### config.mk
export PLATFORM = sky130hd
export DESIGN_NAME = aat_sum_stage
export DESIGN_NICKNAME = d
export VERILOG_FILES = /design/src/design/assert_macros.svh /design/src/design/aat_pkg.sv /design/src/design/aat_sum_stage.sv
export SDC_FILE = /design/constraint.sdc
export NUM_CORES = 2
export LEC_CHECK = 0
export ABC_AREA = 1
export BUFFER_PORTS_ARGS = -buffer_cell sky130_fd_sc_hd__buf_2
export CAP_MARGIN = 0
export CORE_AREA = 2 2 356 358
export CTS_CLUSTER_SIZE = 12
export DETAILED_ROUTE_END_ITERATION = 6
export DIE_AREA = 0 0 358 360
export PLACE_DENSITY = 0.47
export SETUP_SLACK_MARGIN = 0.15
export SLEW_MARGIN = 25
export SYNTH_ARGS = -nofsm -noshare
export SYNTH_HDL_FRONTEND = slang
export SYNTH_SLANG_ARGS = --single-unit
### constraint.sdc
create_clock -name clk -period 1.06 [get_ports clk]
set_input_delay 0.159 -clock clk [delete_from_list [all_inputs] [get_ports clk]]
set_output_delay 0.159 -clock clk [all_outputs]
set_load 0.005 [all_outputs]
### src/design/assert_macros.svh
// ----------------------------------------------------------------------------
// assert_macros.svh
// Assertion macros shared by the box transform RTL; empty under synthesis.
// ----------------------------------------------------------------------------
`ifndef ASSERT_MACROS_SVH
`define ASSERT_MACROS_SVH
`ifndef SYNTHESIS
// clocked check, quiet while reset is held
`define AAT_ASSERT(label, prop) \
	label: assert property (@(posedge clk) disable iff (!arst_n) prop) \
		else $error("%m: assertion failed");
// clocked check that also holds through reset
`define AAT_ASSERT_ALWAYS(label, prop) \
	label: assert property (@(posedge clk) prop) \
		else $error("%m: assertion failed");
`else
`define AAT_ASSERT(label, prop)
`define AAT_ASSERT_ALWAYS(label, prop)
`endif
`endif

### src/design/aat_pkg.sv
// ----------------------------------------------------------------------------
// aat_pkg
// Shared constants and register codes for the box transform block.
// ----------------------------------------------------------------------------
package aat_pkg;

	// default field widths
	localparam int COORD_WIDTH_DEF = 32;
	localparam int COEFF_WIDTH_DEF = 16;

	// one row of coefficients per output axis, one column per input axis
	localparam int NUM_AXES = 3;

	// configuration port geometry: registers at 8-byte strides
	localparam int PDATA_WIDTH = 64;
	localparam int PADDR_WIDTH = 6;
	localparam int REG_IDX_LSB = 3;
	localparam int REG_IDX_W   = PADDR_WIDTH - REG_IDX_LSB;

	// register indexes
	localparam logic [REG_IDX_W-1:0] REG_ROW_X   = REG_IDX_W'(0);
	localparam logic [REG_IDX_W-1:0] REG_ROW_Y   = REG_IDX_W'(1);
	localparam logic [REG_IDX_W-1:0] REG_ROW_Z   = REG_IDX_W'(2);
	localparam logic [REG_IDX_W-1:0] REG_SHIFT_X = REG_IDX_W'(3);
	localparam logic [REG_IDX_W-1:0] REG_SHIFT_Y = REG_IDX_W'(4);
	localparam logic [REG_IDX_W-1:0] REG_SHIFT_Z = REG_IDX_W'(5);

endpackage

### src/design/aat_sum_stage.sv
// ----------------------------------------------------------------------------
// aat_sum_stage
// Third and fourth pipeline stages: sums the per-column bounds with the
// translation, then saturates into the output register.
// ----------------------------------------------------------------------------
module aat_sum_stage import aat_pkg::*; #(
	parameter int COORD_WIDTH = COORD_WIDTH_DEF
) (
	input  logic                          clk,
	input  logic                          arst_n,
	input  logic                          valid_s2,
	input  logic signed [COORD_WIDTH-1:0] shift  [NUM_AXES],
	input  logic signed [COORD_WIDTH+1:0] min_s2 [NUM_AXES][NUM_AXES],
	input  logic signed [COORD_WIDTH+1:0] max_s2 [NUM_AXES][NUM_AXES],
	output logic                          valid_s4,
	output logic signed [COORD_WIDTH-1:0] lo_s4  [NUM_AXES],
	output logic signed [COORD_WIDTH-1:0] hi_s4  [NUM_AXES]
);

	localparam int SW = COORD_WIDTH + 4;

	logic                 valid_s3;
	logic signed [SW-1:0] lo_sum_s3 [NUM_AXES];
	logic signed [SW-1:0] hi_sum_s3 [NUM_AXES];

	// saturate a sum to the coordinate range
	function automatic logic signed [COORD_WIDTH-1:0] sat(input logic signed [SW-1:0] v);
		logic [SW-COORD_WIDTH:0] top;
		top = v[SW-1:COORD_WIDTH-1];
		if ((&top) || !(|top)) begin
			sat = $signed(v[COORD_WIDTH-1:0]);
		end else if (v[SW-1]) begin
			sat = {1'b1, {(COORD_WIDTH-1){1'b0}}};
		end else begin
			sat = {1'b0, {(COORD_WIDTH-1){1'b1}}};
		end
	endfunction

	// valid bits
	always_ff @(posedge clk or negedge arst_n) begin
		if (!arst_n) begin
			valid_s3 <= 1'b0;
			valid_s4 <= 1'b0;
		end else begin
			valid_s3 <= valid_s2;
			valid_s4 <= valid_s3;
		end
	end

	// exact sums of translation and column bounds
	always_ff @(posedge clk) begin
		for (int r = 0; r < NUM_AXES; r++) begin
			lo_sum_s3[r] <= SW'(shift[r]) + SW'(min_s2[r][0]) + SW'(min_s2[r][1])
				+ SW'(min_s2[r][2]);
			hi_sum_s3[r] <= SW'(shift[r]) + SW'(max_s2[r][0]) + SW'(max_s2[r][1])
				+ SW'(max_s2[r][2]);
		end
	end

	// saturation into the output register
	always_ff @(posedge clk) begin
		for (int r = 0; r < NUM_AXES; r++) begin
			lo_s4[r] <= sat(lo_sum_s3[r]);
			hi_s4[r] <= sat(hi_sum_s3[r]);
		end
	end

endmodule

==> flow_summary.yaml <==
status:
  status: "complete, but fails checks"
  violations: "hold timing, setup timing"
die:
  die_h_um: 360
  rows: 130
  start_util_pct: 29.24
  die_x_um: 358
  io-pin-count: 904
  dieArea_um2: 128900
  core_area_um2: 124900
timing:
  rsz0062_at_grt: "yes"
  hold_violations: 10
  relSlewSlack_pct: 69.45
  clock_skew_ns: 0.02227
  hold_ws_ns: -0.2523
  fin_crit_ns: 2.256
  fmaxAchievable_mhz: 443.2
  worstMarginPinSlew_ns: 0.4552
  maxSlewViolCount: 0
  setup_viol: 587
  setup_slack_ns: -1.196
  finalCritPeriodShare_pct: 212.9
drt:
  drt_iter0_markers: 1594
  viasPerCell: 4.348
  remaining_drc_errors: 0
  drt_first_pass_iters: 5
  wirelength_mm: 160.3
  wl_per_cell_um: 18.82
  ant_nets: 0
  via_count: 37040
final_layout:
  final_nets: 8152
  drive_gt1_share_pct: 50.79
  syn_to_final_growth_pct: 67.96
  finish.utilization_pct: 49.11
  stdcell_count: 8520
run:
  cap_violations: 0
setup_path:
  crit_slowest_cell: "fa_2"
  path_class: "in -> reg"
  path_delay_family: "adder cells"
  start_kind: "input pin"
  cp.required_ns: 1.62
  cp.arrival_ns: 2.82
  critPathBufInv: 4
  worst-path-max-fanout: 3
  worstPathCellList: "buf_6 -> fa_2 -> fa_2 -> ha_4 -> inv_2 -> fa_2 -> inv_2 -> nand3_2 -> nand3_2 -> nand2_2 -> nand2_4 -> nand2_4 -> nand2_4 -> buf_6 -> xor2_1"
  end_kind: "register"
  max_stage_delay_ns: 0.67
placement:
  port_buffers: 903
  dpl.cell_count: 8241
  dp_hpwl_mm: 137.8
  gp_congestion: 0.9432
cts:
  cts.sinks: 410
  clk_latency_ns: 0.64
  cts_tree: "done"
  cts_root_buffer: "clkbuf_16"
  cts_buffer_depth: 3
  clkTransAtPathRegs_ns: 0.06
  cts-buffers-inserted: 54
  cts_hold_repair.buffers: 3
  htree_num_levels: 2
logic_synthesis:
  synth-edff-count: 0
  synthesis.nets: 6512
  synth_top_cell_by_area: "fa_1"
  ys_top_cells_by_count: "inv_1, nand2_1, fa_1"
  synth_cells: 5177
  synthFlopType: "dfxtp_1"
  ys_seq_area_share_pct: 22.50
  synth_top_area_share_pct: 22.69
  yosys_warnings: 0
  synthArstFlopShare_pct: 0.4878
  synth_cell_types: 25
  synth.area.top_cells: "fa_1, dfxtp_1, inv_1"
  ys_ff_latch: 410
  avgSynthCellArea_um2: 7.056
  synth_area_um2: 36530
  synth.most_common_cell: "inv_1"
global_routing:
  grt_max_degree: 32
  grt_pass1_vias: 38270
  track_usage_pct: 24.12
  antenna_found_initial: 16
  grt_first_pass_wirelength_mm: 232.0
  overflow: 0
power_and_ir_drop:
  power_density_nw_per_um2: 2438
  vdd.ir_drop.worst_mv: 1.307
  leakagePower_nw: 32.88
worst_hold_path:
  hold_path.class: "in -> reg"
sequential cells by signal (all words and copies together) (netlist names):
register and flops:
hi_s4 96, hi_sum_s3 108, lo_s4 96, lo_sum_s3 108, valid_s3 1, valid_s4 1
area by class of cell:
type	count	area, um^2
Sequential cell	410	8222
Multi-Input combinational cell	2979	30940
Tap cell	1650	2064
Clock buffer	73	1524
Fill cell	12420	63570
Clock inverter	26	272.8
Antenna cell	10	25.02
Inverter	1746	6822
Timing Repair Buffer	1626	11480
per-stage QoR:
stage	hold slack (ns)	worst slack (ns)	total power [W]	instance area (um^2)	setup TNS, ns
2_1_floorplan	-0.1366	-1.510	0.06869	39280	-259.92
3_3_place_gp	-0.05575	-2.014	0.1065	50280	-394.85
3_5_place_dp	-0.05269	-1.981	0.1063	50280	-396.29
4_1_cts	-0.3133	-1.184	0.1394	57240	-279.92
5_1_grt	-0.2789	-1.277	0.1600	61340	-315.13
6_report	-0.2523	-1.196	0.1496	61350	-278.46
cells by family after synthesis:
family | count (synthesis) | share of synthesized area, %
buffers and inverters | 1788 | 18.40
xor gates and xnor gates | 108 | 2.589
and+or+nand+nor | 1686 | 18.65
AOI/OAI and AO/OA | 561 | 7.974
DFF | 410 | 22.50
adders and majority gates | 624 | 29.88
routing by layer:
layer / GRT usage [%] / up-vias / routed length, um
met5: 0 / - / 39
met3: 3.062 / 184 / 6977
met2: 43.00 / 862 / 81300
met1: 29.74 / 17750 / 66250
li1: - / 18240 / -
met4: 7.983 / 6 / 5763
final timing paths:
kind                                         from                to  slack, ns  depth (start not counted)
worst max-delay path                  max_s2[137]  hi_sum_s3[0][53]      -1.20                         15
worst min-delay path                  min_s2[170]  lo_sum_s3[0][36]      -0.25                          2
worst max register to register  hi_sum_s3[0][104]         hi_s4[25]      -0.49                          7
worst min register to register           valid_s3          valid_s4       0.35                          0
max in group asynchronous                  arst_n          valid_s3       0.55                          3
min in group asynchronous                  arst_n          valid_s4       0.39                          3
layout by cell type (no fill, tap or decap), types with 191 or more instances in the layout:
cell type / Yosys / final
inv_2: 1 / 246
nand2_4: 0 / 223
nand2_1: 1088 / 557
nand2_2: 25 / 311
buf_4: 0 / 551
fa_1: 414 / 338
ha_4: 0 / 191
inv_1: 1745 / 1438
dfxtp_1: 408 / 405
buf_2: 9 / 832
where the power goes:
part	total (W)	leakage (nW)	internal (W)	switching [W]
sequential	0.0272	3.46	0.0240	0.00323
combinational	0.103	28.6	0.0462	0.0573
clock	0.0189	0.862	0.0111	0.00786
what timing repair did:
action | in CTS | in global routing
endpoints found under the setup margin | 589 | 589
setup buffers | 92 | 74
resized for setup | 1225 | 904
cloned | 1 | 0
endpoints found under the hold margin | 14 | 10
pin swaps | 529 | 588
Note: power is estimated with default switching activity, not from simulation.
