===== src/design/assert_macros.svh =====
// ----------------------------------------------------------------------------
// assert_macros.svh
// Assertion macros shared by the box transform RTL; empty under synthesis.
// ----------------------------------------------------------------------------
`ifndef ASSERT_MACROS_SVH
`define ASSERT_MACROS_SVH
`ifndef SYNTHESIS
// clocked check, quiet while reset is held
`define AAT_ASSERT(label, prop) \
	label: assert property (@(posedge clk) disable iff (!arst_n) prop) \
		else $error("%m: assertion failed");
// clocked check that also holds through reset
`define AAT_ASSERT_ALWAYS(label, prop) \
	label: assert property (@(posedge clk) prop) \
		else $error("%m: assertion failed");
`else
`define AAT_ASSERT(label, prop)
`define AAT_ASSERT_ALWAYS(label, prop)
`endif
`endif


===== src/design/aat_pkg.sv =====
// ----------------------------------------------------------------------------
// aat_pkg
// Shared constants and register codes for the box transform block.
// ----------------------------------------------------------------------------
package aat_pkg;

	// default field widths
	localparam int COORD_WIDTH_DEF = 32;
	localparam int COEFF_WIDTH_DEF = 16;

	// one row of coefficients per output axis, one column per input axis
	localparam int NUM_AXES = 3;

	// configuration port geometry: registers at 8-byte strides
	localparam int PDATA_WIDTH = 64;
	localparam int PADDR_WIDTH = 6;
	localparam int REG_IDX_LSB = 3;
	localparam int REG_IDX_W   = PADDR_WIDTH - REG_IDX_LSB;

	// register indexes
	localparam logic [REG_IDX_W-1:0] REG_ROW_X   = REG_IDX_W'(0);
	localparam logic [REG_IDX_W-1:0] REG_ROW_Y   = REG_IDX_W'(1);
	localparam logic [REG_IDX_W-1:0] REG_ROW_Z   = REG_IDX_W'(2);
	localparam logic [REG_IDX_W-1:0] REG_SHIFT_X = REG_IDX_W'(3);
	localparam logic [REG_IDX_W-1:0] REG_SHIFT_Y = REG_IDX_W'(4);
	localparam logic [REG_IDX_W-1:0] REG_SHIFT_Z = REG_IDX_W'(5);

endpackage


===== src/design/aat_bound_stage.sv =====
// ----------------------------------------------------------------------------
// aat_bound_stage
// Second pipeline stage: floors each product and keeps the smaller and the
// larger of the two extents per row and column.
// ----------------------------------------------------------------------------
module aat_bound_stage import aat_pkg::*; #(
	parameter int COORD_WIDTH = COORD_WIDTH_DEF,
	parameter int COEFF_WIDTH = COEFF_WIDTH_DEF
) (
	input  logic                                      clk,
	input  logic                                      arst_n,
	input  logic                                      valid_s1,
	input  logic signed [COORD_WIDTH+COEFF_WIDTH-1:0] prod_lo_s1 [NUM_AXES][NUM_AXES],
	input  logic signed [COORD_WIDTH+COEFF_WIDTH-1:0] prod_hi_s1 [NUM_AXES][NUM_AXES],
	output logic                                      valid_s2,
	output logic signed [COORD_WIDTH+1:0]             min_s2 [NUM_AXES][NUM_AXES],
	output logic signed [COORD_WIDTH+1:0]             max_s2 [NUM_AXES][NUM_AXES]
);

	localparam int PW   = COORD_WIDTH + COEFF_WIDTH;
	localparam int FRAC = COEFF_WIDTH - 2;

	// valid bit
	always_ff @(posedge clk or negedge arst_n) begin
		if (!arst_n) begin
			valid_s2 <= 1'b0;
		end else begin
			valid_s2 <= valid_s1;
		end
	end

	// dropping the fraction bits of a two's complement value floors it
	always_ff @(posedge clk) begin
		for (int r = 0; r < NUM_AXES; r++) begin
			for (int c = 0; c < NUM_AXES; c++) begin
				if ($signed(prod_lo_s1[r][c][PW-1:FRAC]) < $signed(prod_hi_s1[r][c][PW-1:FRAC])) begin
					min_s2[r][c] <= $signed(prod_lo_s1[r][c][PW-1:FRAC]);
					max_s2[r][c] <= $signed(prod_hi_s1[r][c][PW-1:FRAC]);
				end else begin
					min_s2[r][c] <= $signed(prod_hi_s1[r][c][PW-1:FRAC]);
					max_s2[r][c] <= $signed(prod_lo_s1[r][c][PW-1:FRAC]);
				end
			end
		end
	end

endmodule


===== config.mk =====
export PLATFORM = sky130hd
export DESIGN_NAME = aat_bound_stage
export DESIGN_NICKNAME = d
export VERILOG_FILES = /design/src/design/assert_macros.svh /design/src/design/aat_pkg.sv /design/src/design/aat_bound_stage.sv
export SDC_FILE = /design/constraint.sdc
export NUM_CORES = 1
export LEC_CHECK = 0
export BUFFER_PORTS_ARGS = -buffer_cell sky130_fd_sc_hd__buf_4
export CAP_MARGIN = 30
export CORE_AREA = 2 2 576 578
export DETAILED_ROUTE_END_ITERATION = 10
export DIE_AREA = 0 0 578 580
export SLEW_MARGIN = 10
export SYNTH_ARGS = -nofsm -noshare
export SYNTH_HDL_FRONTEND = slang
export SYNTH_SLANG_ARGS = --single-unit

===== constraint.sdc =====
create_clock -name clk -period 0.8 [get_ports clk]
set_input_delay 0.24 -clock clk [delete_from_list [all_inputs] [get_ports clk]]
set_output_delay 0.24 -clock clk [all_outputs]
set_load 0.02 [all_outputs]

==> results.cfg <==
[run_status]
outcome = complete, but fails checks
violations = negative hold slack, negative setup slack

[synthesis]
synth_cell_types = 74
synth_compound_area_frac = 0.241
seq_area_frac_synth = 0.386
synth_cells = 3190
synthesis.nets = 4354
synthFlopType = dfxtp_1
avgSynthCellArea_um2 = 9.98
synthArstFlopShare = 0.00163
synth-seq-cells = 613
synth_xor_area_frac = 0.000275
synth_edf_count = 0
yosys.area.top_type_share = 0.385
syn_area_mm2 = 0.0318
yosys-top-cells-count = dfxtp_1 (612), inv_1 (401), ha_1 (297)
synth_adder_area_share = 0.117
netlist_top_cells_area = dfxtp_1 (38%), ha_1 (12%), mux2_2 (6.3%)
synthSimpleGateAreaFrac = 0.0526
synth_top_family_by_area = compound AO/OA/AOI/OAI gates
yosysWarnings = 0
muxShareOfSynthArea = 0.129
synth.largest_area_cell = dfxtp_1
synth.most_common_cell = dfxtp_1

[worst_hold_path]
hold_end = min_s2[64]$_DFF_P_
worstHoldStart = prod_hi_s1[92]
min_path_type = in -> reg
min_path_cells = 3

[pwr]
p_clk_frac = 0.288
intPower_mw = 91.7
p_comb_frac = 0.436
power.density_mw_per_mm2 = 1990
switching_share = 0.356
leakage_nw = 32.5
seqPwrFrac = 0.276
p_sw_mw = 50.7
ir_drop_mv = 1.38
total_power_mw = 142

[timing]
min_period_ns = 2.03
relSlewSlack = 0.626
finalSetupViolations = 1225
min_period_over_period = 2.54
worst_slew_pin_slew_ns = 0.555
final_hold_viol_count = 2
timing.setup.tns_ns = -1056.56
rsz0062_at_grt = yes
final-max-slew-violation-count = 0
fin_ws_ns = -1.23
fmaxAchievable_mhz = 492
hold_slack_ns = -0.185

[placement]
dp_hpwl_um = 197000
pre_cts_ws_ns = -2.59
gp_congestion = 0.934
dpl-instance-area_mm2 = 0.0562
portBuffers = 1227

[die]
io_pins = 1480
die_h_um = 580
coreArea_mm2 = 0.329
core.rowCount = 211
die-area_mm2 = 0.335
start_util = 0.0967
die_x_um = 578

[route]
dr.pass1.iters = 5
drc = 0
route.vias.total = 40135
wire_per_inst_um = 23.9
ant_nets = 0
drt_iter0_drc = 2354
viasPerCell = 3.74
wl_um = 256000

[grt]
track_usage = 0.138
grt_pass1_wl_um = 318000
grt_max_degree = 41
antenna_found_initial = 141
grt_pass1_vias = 38818
gr-total-overflow = 0

[clock_tree]
cts_sinks = 613
clk_pin_slew_ns = 0.06
cts_htree_levels = 3
cts-root-buf = clkbuf_16
cts_buffers = 86
clock_path_buffers = 4
cts_tree = done

[critical_path]
worstSetupStartpointType = primary input
end_kind = register
critPathRequiredTime_ns = 1.42
critPathKind = in -> reg
worstPathArrival_ns = 2.65
cp_max_fo = 6

[finish]
drive_gt1_frac = 0.524
final_core_util = 0.217
multi_input_area_mm2 = 0.0208
ff_latch_area_mm2 = 0.0123
synthToLayoutAreaGrowth_pct = 125
fill_cells = 35286
design_area_mm2 = 0.0715
fin_nets = 7394

[job]
maxCapViolCount = 0
## layout by cell type, fill, tap and decap left out, types with 16 or more instances in the layout
master	n
buf_6	115
o221ai_4	26
o21ai_0	34
mux2_4	163
buf_12	111
a22oi_1	83
mux2_2	89
a22o_1	81
inv_2	22
a221o_1	164
nor2_1	73
o21ai_2	17
mux2i_1	90
a211oi_1	41
nand4_1	27
a21oi_1	176
clkbuf_16	132
nand2_1	124
inv_4	17
o221ai_2	58
ha_4	66
a21o_1	29
nand3_1	30
a21oi_2	36
buf_8	27
a221oi_2	24
diode_2	66
dfxtp_4	19
a22oi_2	69
dfxtp_1	592
ha_1	226
dlygate4sd3_1	727
o211ai_1	16
inv_1	345
nor2b_1	23
buf_4	2091
## logic make-up (layout without fill, tap and decap cells)
logic type / Yosys count / after routing
AOI/OAI and AO/OA: 994 / 994
DFF: 613 / 613
other: 0 / 66
adders and majority gates: 297 / 297
buffers and inverters: 571 / 3670
muxes: 359 / 360
and+or+nand+nor: 355 / 355
xor gates and xnor gates: 1 / 1
## sequential cells by signal, indices dropped and copies added (netlist names)
register / flops
min_s2: 306
max_s2: 306
valid_s2: 1
## worst max path at each step
stage / startpoint / endpoint / slack, ns / depth (start not counted)
4_1_cts: prod_hi_s1[176] / min_s2[108]$_DFF_P_ / -1.17 / 15
6_report: prod_hi_s1[353] / min_s2[247]$_DFF_P_ / -1.23 / 13
2_1_floorplan: prod_hi_s1[121] / max_s2[100]$_DFF_P_ / -1.58 / 11
5_1_grt: prod_hi_s1[353] / min_s2[247]$_DFF_P_ / -1.21 / 13
3_5_place_dp: prod_hi_s1[177] / max_s2[121]$_DFF_P_ / -2.59 / 14
3_3_place_gp: prod_hi_s1[177] / min_s2[117]$_DFF_P_ / -2.60 / 14
## final cells by class
type,count,area share
well taps,4366,0.0764
repair buffers,3120,0.393
flip-flops and latches,613,0.173
multi-input cells,2007,0.291
diodes,66,0.00231
clock inverters,38,0.00712
clock buffers,110,0.0332
inverters,402,0.0242
## power by group through the flow
| stage | Sequential, mW | Combinational, mW | Clock, mW |
|---|---|---|---|
| 6_report | 39.3 | 62.1 | 41.0 |
| 5_1_grt | 39.6 | 65.1 | 43.2 |
| 4_1_cts | 39.2 | 54.9 | 42.3 |
| 3_5_place_dp | 39.6 | 51.3 | 0 |
| 3_3_place_gp | 39.7 | 51.1 | 0 |
| 2_1_floorplan | 45.2 | 17.8 | 0 |
## repair_timing
item,4_1_cts,5_1_grt
hold endpoints to repair,612,9
buffers inserted,4,120
cloned,2,54
gates resized for setup,89,517
hold buffers,723,7
endpoints found under the setup margin,1225,1225
pin swaps,10,133
## metal layers
layer | GRT usage | part of all wire | up-vias
met3 | 0.0596 | 0.11 | 729
met1 | 0.130 | 0.32 | 19127
met4 | 0.0961 | 0.086 | 74
met2 | 0.239 | 0.48 | 2056
li1 | - | - | 18149
met5 | 0 | 0.0020 | -
## worst max-delay path, cell delays in order
cell and delay [ns]:
buf_8 0.10, inv_4 0.05, ha_4 0.19, a21o_1 0.18, a211oi_2 0.25, o21ai_2 0.11, a2111o_1 0.49, and2_4 0.21
a22oi_2 0.23, buf_4 0.18, buf_6 0.12, clkbuf_16 0.17, o221ai_4 0.12
## per-stage QoR
stage | cells | hold slack (ns)
2_1_floorplan | 3190 | -0.0556
3_3_place_gp | 9622 | 0.0183
3_5_place_dp | 9622 | 0.0192
4_1_cts | 10499 | -0.299
5_1_grt | 10698 | -0.274
6_report | 10722 | -0.185
No activity file was read; power rests on OpenSTA's default activity.
