## src/design/assert_macros.svh

```systemverilog
// ----------------------------------------------------------------------------
// assert_macros.svh
// Assertion macros shared by the box transform RTL; empty under synthesis.
// ----------------------------------------------------------------------------
`ifndef ASSERT_MACROS_SVH
`define ASSERT_MACROS_SVH
`ifndef SYNTHESIS
// clocked check, quiet while reset is held
`define AAT_ASSERT(label, prop) \
	label: assert property (@(posedge clk) disable iff (!arst_n) prop) \
		else $error("%m: assertion failed");
// clocked check that also holds through reset
`define AAT_ASSERT_ALWAYS(label, prop) \
	label: assert property (@(posedge clk) prop) \
		else $error("%m: assertion failed");
`else
`define AAT_ASSERT(label, prop)
`define AAT_ASSERT_ALWAYS(label, prop)
`endif
`endif

```

## src/design/aat_pkg.sv

```systemverilog
// ----------------------------------------------------------------------------
// aat_pkg
// Shared constants and register codes for the box transform block.
// ----------------------------------------------------------------------------
package aat_pkg;

	// default field widths
	localparam int COORD_WIDTH_DEF = 32;
	localparam int COEFF_WIDTH_DEF = 16;

	// one row of coefficients per output axis, one column per input axis
	localparam int NUM_AXES = 3;

	// configuration port geometry: registers at 8-byte strides
	localparam int PDATA_WIDTH = 64;
	localparam int PADDR_WIDTH = 6;
	localparam int REG_IDX_LSB = 3;
	localparam int REG_IDX_W   = PADDR_WIDTH - REG_IDX_LSB;

	// register indexes
	localparam logic [REG_IDX_W-1:0] REG_ROW_X   = REG_IDX_W'(0);
	localparam logic [REG_IDX_W-1:0] REG_ROW_Y   = REG_IDX_W'(1);
	localparam logic [REG_IDX_W-1:0] REG_ROW_Z   = REG_IDX_W'(2);
	localparam logic [REG_IDX_W-1:0] REG_SHIFT_X = REG_IDX_W'(3);
	localparam logic [REG_IDX_W-1:0] REG_SHIFT_Y = REG_IDX_W'(4);
	localparam logic [REG_IDX_W-1:0] REG_SHIFT_Z = REG_IDX_W'(5);

endpackage

```

## src/design/aat_cfg_regs.sv

```systemverilog
// ----------------------------------------------------------------------------
// aat_cfg_regs
// APB-style register file holding the coefficient rows and translations.
// ----------------------------------------------------------------------------
`include "assert_macros.svh"

module aat_cfg_regs import aat_pkg::*; #(
	parameter int COORD_WIDTH = COORD_WIDTH_DEF,
	parameter int COEFF_WIDTH = COEFF_WIDTH_DEF
) (
	input  logic                          clk,
	input  logic                          arst_n,
	input  logic                          psel,
	input  logic                          penable,
	input  logic                          pwrite,
	input  logic [PADDR_WIDTH-1:0]        paddr,
	input  logic [PDATA_WIDTH-1:0]        pwdata,
	output logic [PDATA_WIDTH-1:0]        prdata,
	output logic                          pready,
	output logic [3*COEFF_WIDTH-1:0]      row_q   [NUM_AXES],
	output logic signed [COORD_WIDTH-1:0] shift_q [NUM_AXES]
);

	localparam int ROW_W = 3 * COEFF_WIDTH;
	localparam int FRAC  = COEFF_WIDTH - 2;

	logic                          wr_en;
	logic [REG_IDX_W-1:0]          idx;
	logic [ROW_W+PDATA_WIDTH-1:0]  row_wide;
	logic [COORD_WIDTH+PDATA_WIDTH-1:0] shift_wide;
	logic [ROW_W-1:0]              wr_row;
	logic [COORD_WIDTH-1:0]        wr_shift;

	// write decode, bits above a register's width dropped
	assign pready     = 1'b1;
	assign wr_en      = psel & penable & pwrite;
	assign idx        = paddr[PADDR_WIDTH-1:REG_IDX_LSB];
	assign row_wide   = {{ROW_W{1'b0}}, pwdata};
	assign shift_wide = {{COORD_WIDTH{1'b0}}, pwdata};
	assign wr_row     = row_wide[ROW_W-1:0];
	assign wr_shift   = shift_wide[COORD_WIDTH-1:0];

	// register storage, reset to a diagonal scale of 1, 1/4 and 1/16
	always_ff @(posedge clk or negedge arst_n) begin
		if (!arst_n) begin
			row_q[0]   <= ROW_W'(1) << FRAC;
			row_q[1]   <= (ROW_W'(1) << (FRAC - 2)) << COEFF_WIDTH;
			row_q[2]   <= (ROW_W'(1) << (FRAC - 4)) << (2 * COEFF_WIDTH);
			shift_q[0] <= '0;
			shift_q[1] <= '0;
			shift_q[2] <= '0;
		end else if (wr_en) begin
			unique case (idx)
				REG_ROW_X:   row_q[0]   <= wr_row;
				REG_ROW_Y:   row_q[1]   <= wr_row;
				REG_ROW_Z:   row_q[2]   <= wr_row;
				REG_SHIFT_X: shift_q[0] <= $signed(wr_shift);
				REG_SHIFT_Y: shift_q[1] <= $signed(wr_shift);
				REG_SHIFT_Z: shift_q[2] <= $signed(wr_shift);
				default: ;
			endcase
		end
	end

	// read back, zero extended to the bus
	always_comb begin
		logic [ROW_W+PDATA_WIDTH-1:0]       rw;
		logic [COORD_WIDTH+PDATA_WIDTH-1:0] sw;
		rw = '0;
		sw = '0;
		unique case (idx)
			REG_ROW_X:   rw = {{PDATA_WIDTH{1'b0}}, row_q[0]};
			REG_ROW_Y:   rw = {{PDATA_WIDTH{1'b0}}, row_q[1]};
			REG_ROW_Z:   rw = {{PDATA_WIDTH{1'b0}}, row_q[2]};
			REG_SHIFT_X: sw = {{PDATA_WIDTH{1'b0}}, shift_q[0]};
			REG_SHIFT_Y: sw = {{PDATA_WIDTH{1'b0}}, shift_q[1]};
			REG_SHIFT_Z: sw = {{PDATA_WIDTH{1'b0}}, shift_q[2]};
			default: ;
		endcase
		prdata = rw[PDATA_WIDTH-1:0] | sw[PDATA_WIDTH-1:0];
	end

	`AAT_ASSERT(a_shift_x_write, (wr_en && idx == REG_SHIFT_X) |=> (shift_q[0] == $signed($past(wr_shift))))
	`AAT_ASSERT(a_row_x_write, (wr_en && idx == REG_ROW_X) |=> (row_q[0] == $past(wr_row)))

endmodule

```

## config.mk

```make
export PLATFORM = sky130hd
export DESIGN_NAME = aat_cfg_regs
export DESIGN_NICKNAME = d
export VERILOG_FILES = /design/src/design/aat_pkg.sv /design/src/design/aat_cfg_regs.sv
export VERILOG_INCLUDE_DIRS = /design/src /design/src/design
export SDC_FILE = /design/constraint.sdc
export NUM_CORES = 1
export LEC_CHECK = 0
export BUFFER_PORTS_ARGS = -buffer_cell sky130_fd_sc_hd__buf_4
export CAP_MARGIN = 5
export CORE_MARGIN = 2
export CORE_UTILIZATION = 35
export DETAILED_ROUTE_END_ITERATION = 8
export MAX_ROUTING_LAYER = met4
export PLACE_DENSITY = 0.65
export SLEW_MARGIN = 25
export SYNTH_ARGS = -nofsm -noshare
export SYNTH_HDL_FRONTEND = slang
export SYNTH_SLANG_ARGS = --single-unit
export TNS_END_PERCENT = 20
```

## constraint.sdc

```tcl
create_clock -name clk -period 1.4 [get_ports clk]
set_clock_uncertainty 0.15 [all_clocks]
set_input_delay 0.07 -clock clk [delete_from_list [all_inputs] [get_ports clk]]
set_output_delay 0.07 -clock clk [all_outputs]
set_load 0.005 [all_outputs]
```

==> results by group <==
Status
  – Outcome: complete, but fails checks
  – Violated checks: negative setup slack

Detailed routing
  – Vias per inst: 5.044
  – Vias post-DR: 8751
  – Routed len/inst: 22.12 um
  – Initial DRC count: approximately 360
  – Final ANT Viol Nets: 0
  – DRT Pass-1 Iters: 4
  – WL final: 38.38 mm
  – Post-route DRC: 0

Floorplan
  – Chip width: 184.0 um
  – Core area: around 32000 um2
  – Io pins: 380
  – Site row count: 65
  – Die ar.: 33870 um2
  – Initial Utilization: 35.76%
  – DIE HEIGHT: 184.0 um

Place
  – RePlAce Congestion: 0.7981
  – Buffers on Ports: between 300 and 400
  – Post-detail-place hpwl: between 20 and 30 mm
  – Placed cells: 1593
  – DP Worst Slack: -0.2518 ns

STA
  – Final setup viols: 66
  – Min Clock Period, post-route: 1.896 ns
  – Setup ws final: -0.4959 ns
  – Max-slew violations: 0
  – Final hold vios: 0
  – RSZ-0062 raised after global routing: yes
  – Slew HR: around half
  – Worst-margin pin slew: 0.7229 ns
  – Fmax: 527.4 MHz
  – TNS Setup: -17.39 ns
  – Fin crit share: 135.4%

Pwr
  – Leakage power: 8.360 nW
  – Pwr dens: 1378 nW/um2
  – Worst-case vdd ir drop: 0.0009985 V

Clocking
  – Cts bufs inserted: 27
  – CTS Root Cell: clkbuf_16
  – Clock Latency Late Sink: between 0.5 and 0.6 ns
  – H-Tree Depth: 1
  – Worst-path clk slew: 0.06 ns
  – CTS tree: built
  – Clock Path Buffers: 3
  – Num Clock Sinks: 240

Critical path
  – Arr. time, crit path: 1.68 ns
  – Worst path cell trace: mux2i_1 -> or3_1 -> o221ai_2 -> buf_4
  – Type of origin of the critical path: register
  – Crit path kind: reg2out
  – CP max-delay cell: dfstp_2
  – Crit path capture type: primary output
  – Crit Path Max Fanout: 2
  – Crit path required time: 1.18 ns
  – Max stage delay on crit path: 0.52 ns

Synth
  – Cell count after synthesis: 817
  – Sequential area share after synthesis: ~53%
  – Number of synthesized register bits: 240
  – Synth warn: 0
  – Netlist Area Pre-Place: between 10000 and 15000 um2
  – Ys flop type: dfrtp_1
  – Mean Syn Cell Area: 13.88 um2
  – Synth unique cells: 39
  – Post-synth EDFFs: 0
  – Async set-reset flop share out of synthesis: 100.0%

Global routing
  – Wire length of the first global-routing pass: 56.83 mm
  – Largest net degree at the start of global routing: 53
  – GRT Total Usage: 22.75%
  – Initial antenna violation count: 0
  – Number of global-route vias before repair: 9082
  – Grt ovf: 0

Cells and area
  – Storage cell area: 6010 um2
  – Diode count: 0
  – Multi-input gate area: 5258 um2
  – Commonest non-fill, non-tap cell in the layout: buf_4
  – Fill cells: 2664
  – Most frequent cells in the layout: buf_4, dfrtp_1, mux2_2
  – Fin cells: approximately 1700
  – Layout area overhead: 52.46%
  – Final Util: approximately 55%
  – Fin nets: 1388
  – Layout cell share with drive strength beyond 1: 63.24%

Run
  – Max Cap Viol: 0

Hold path
  – Hold Crit Class: in2async
-- registers in the layout, indices dropped and copies added (netlist names) --
signal   flops
row_q      144
shift_q     96
-- worst max-delay path, delay by kind of cell, from the launching register on --
family	cells	cell delay, ns
buffers and inverters	1	0.15
muxes	1	0.06
and+or+nand+nor	1	0.33
DFF	1	0.52
AOI/OAI and AO/OA	1	0.09
-- area by class of cell --
type	instances	share of cell area [%]
timing repair buffer	528	26.51
clock inverter	5	0.4558
tap	402	2.908
clock buffer	44	4.912
sequential	240	34.75
inverter	3	0.06511
multi-input combinational	513	30.40
-- synthesized netlist by cell type (all sizes together), types with 4 or more instances --
library cell	n	area [um2]
a21oi	26	130.1
a221oi	5	43.79
a22oi	5	37.54
a32oi	5	43.79
buf	60	463.0
clkbuf	16	60.06
dfrtp	237	5931
mux2	255	2947
mux2i	78	780.8
nand2	20	75.07
nand2b	4	25.02
nand3	5	25.02
nor2	8	68.82
nor2b	8	50.05
nor3b	5	37.54
o211ai	5	37.54
o21ai	9	45.04
o221ai	13	113.9
o22a	7	61.31
or2	17	106.4
or3	13	81.33
-- kinds of logic after synthesis --
kind of cell / after synthesis / share of synthesized area [%]
multiplexers: 333 / 32.86
AND/OR/NAND/NOR: 84 / 4.533
AO/OA/AOI/OAI: 79 / 4.853
other: 2 / 0.06621
buffers and inverters: 79 / 4.710
flip-flops: 240 / 52.98
-- worst paths after layout --
kind                             start          end  slack (ns)  cells past startpoint
max in group asynchronous       arst_n    row_q[81]        0.33                      5
max reg2reg                 row_q[101]   row_q[101]        0.24                      3
min reg2reg                shift_q[84]  shift_q[84]        0.37                      1
min in group clk               penable    row_q[29]        0.15                      5
max                          row_q[76]   prdata[28]       -0.50                      4
min                             arst_n   row_q[107]        0.01                      3
-- layer usage --
metal	share of wire, %	up-vias	GRT usage, %
met2	48	331	37.10
met4	1.9	0	4.640
li1	-	3939	-
met3	7.3	46	5.626
met1	43	4435	28.85
met5	0	-	-
-- report_power, final --
| part | internal [mW] | switching [mW] | leakage [nW] |
|---|---|---|---|
| Combinational | 4.48 | 2.56 | 4.84 |
| Clock | 4.48 | 2.82 | 0.459 |
| Sequential | 8.32 | 1.16 | 3.06 |
-- repair_timing --
action	4_1_cts	5_1_grt
setup endpoints to repair	71	136
pin swaps	15	12
endpoints found under the hold margin	480	0
gates cloned	0	0
buffers inserted	13	29
hold buffers	51	0
gates resized for setup	86	48
-- stage by stage --
| stage | hold slack [ns] | area [um2] | total power [mW] |
|---|---|---|---|
| CTS | 0.01193 | 16890 | 23.64 |
| detailed placement | -0.2209 | 15020 | 15.70 |
| floorplan | -0.3756 | 11510 | 11.72 |
| global placement | -0.2203 | 15020 | 15.56 |
| global route | 0.02814 | 17290 | 25.01 |
| finish | 0.009856 | 17290 | 23.82 |
Power figures use the tool's default switching activity.
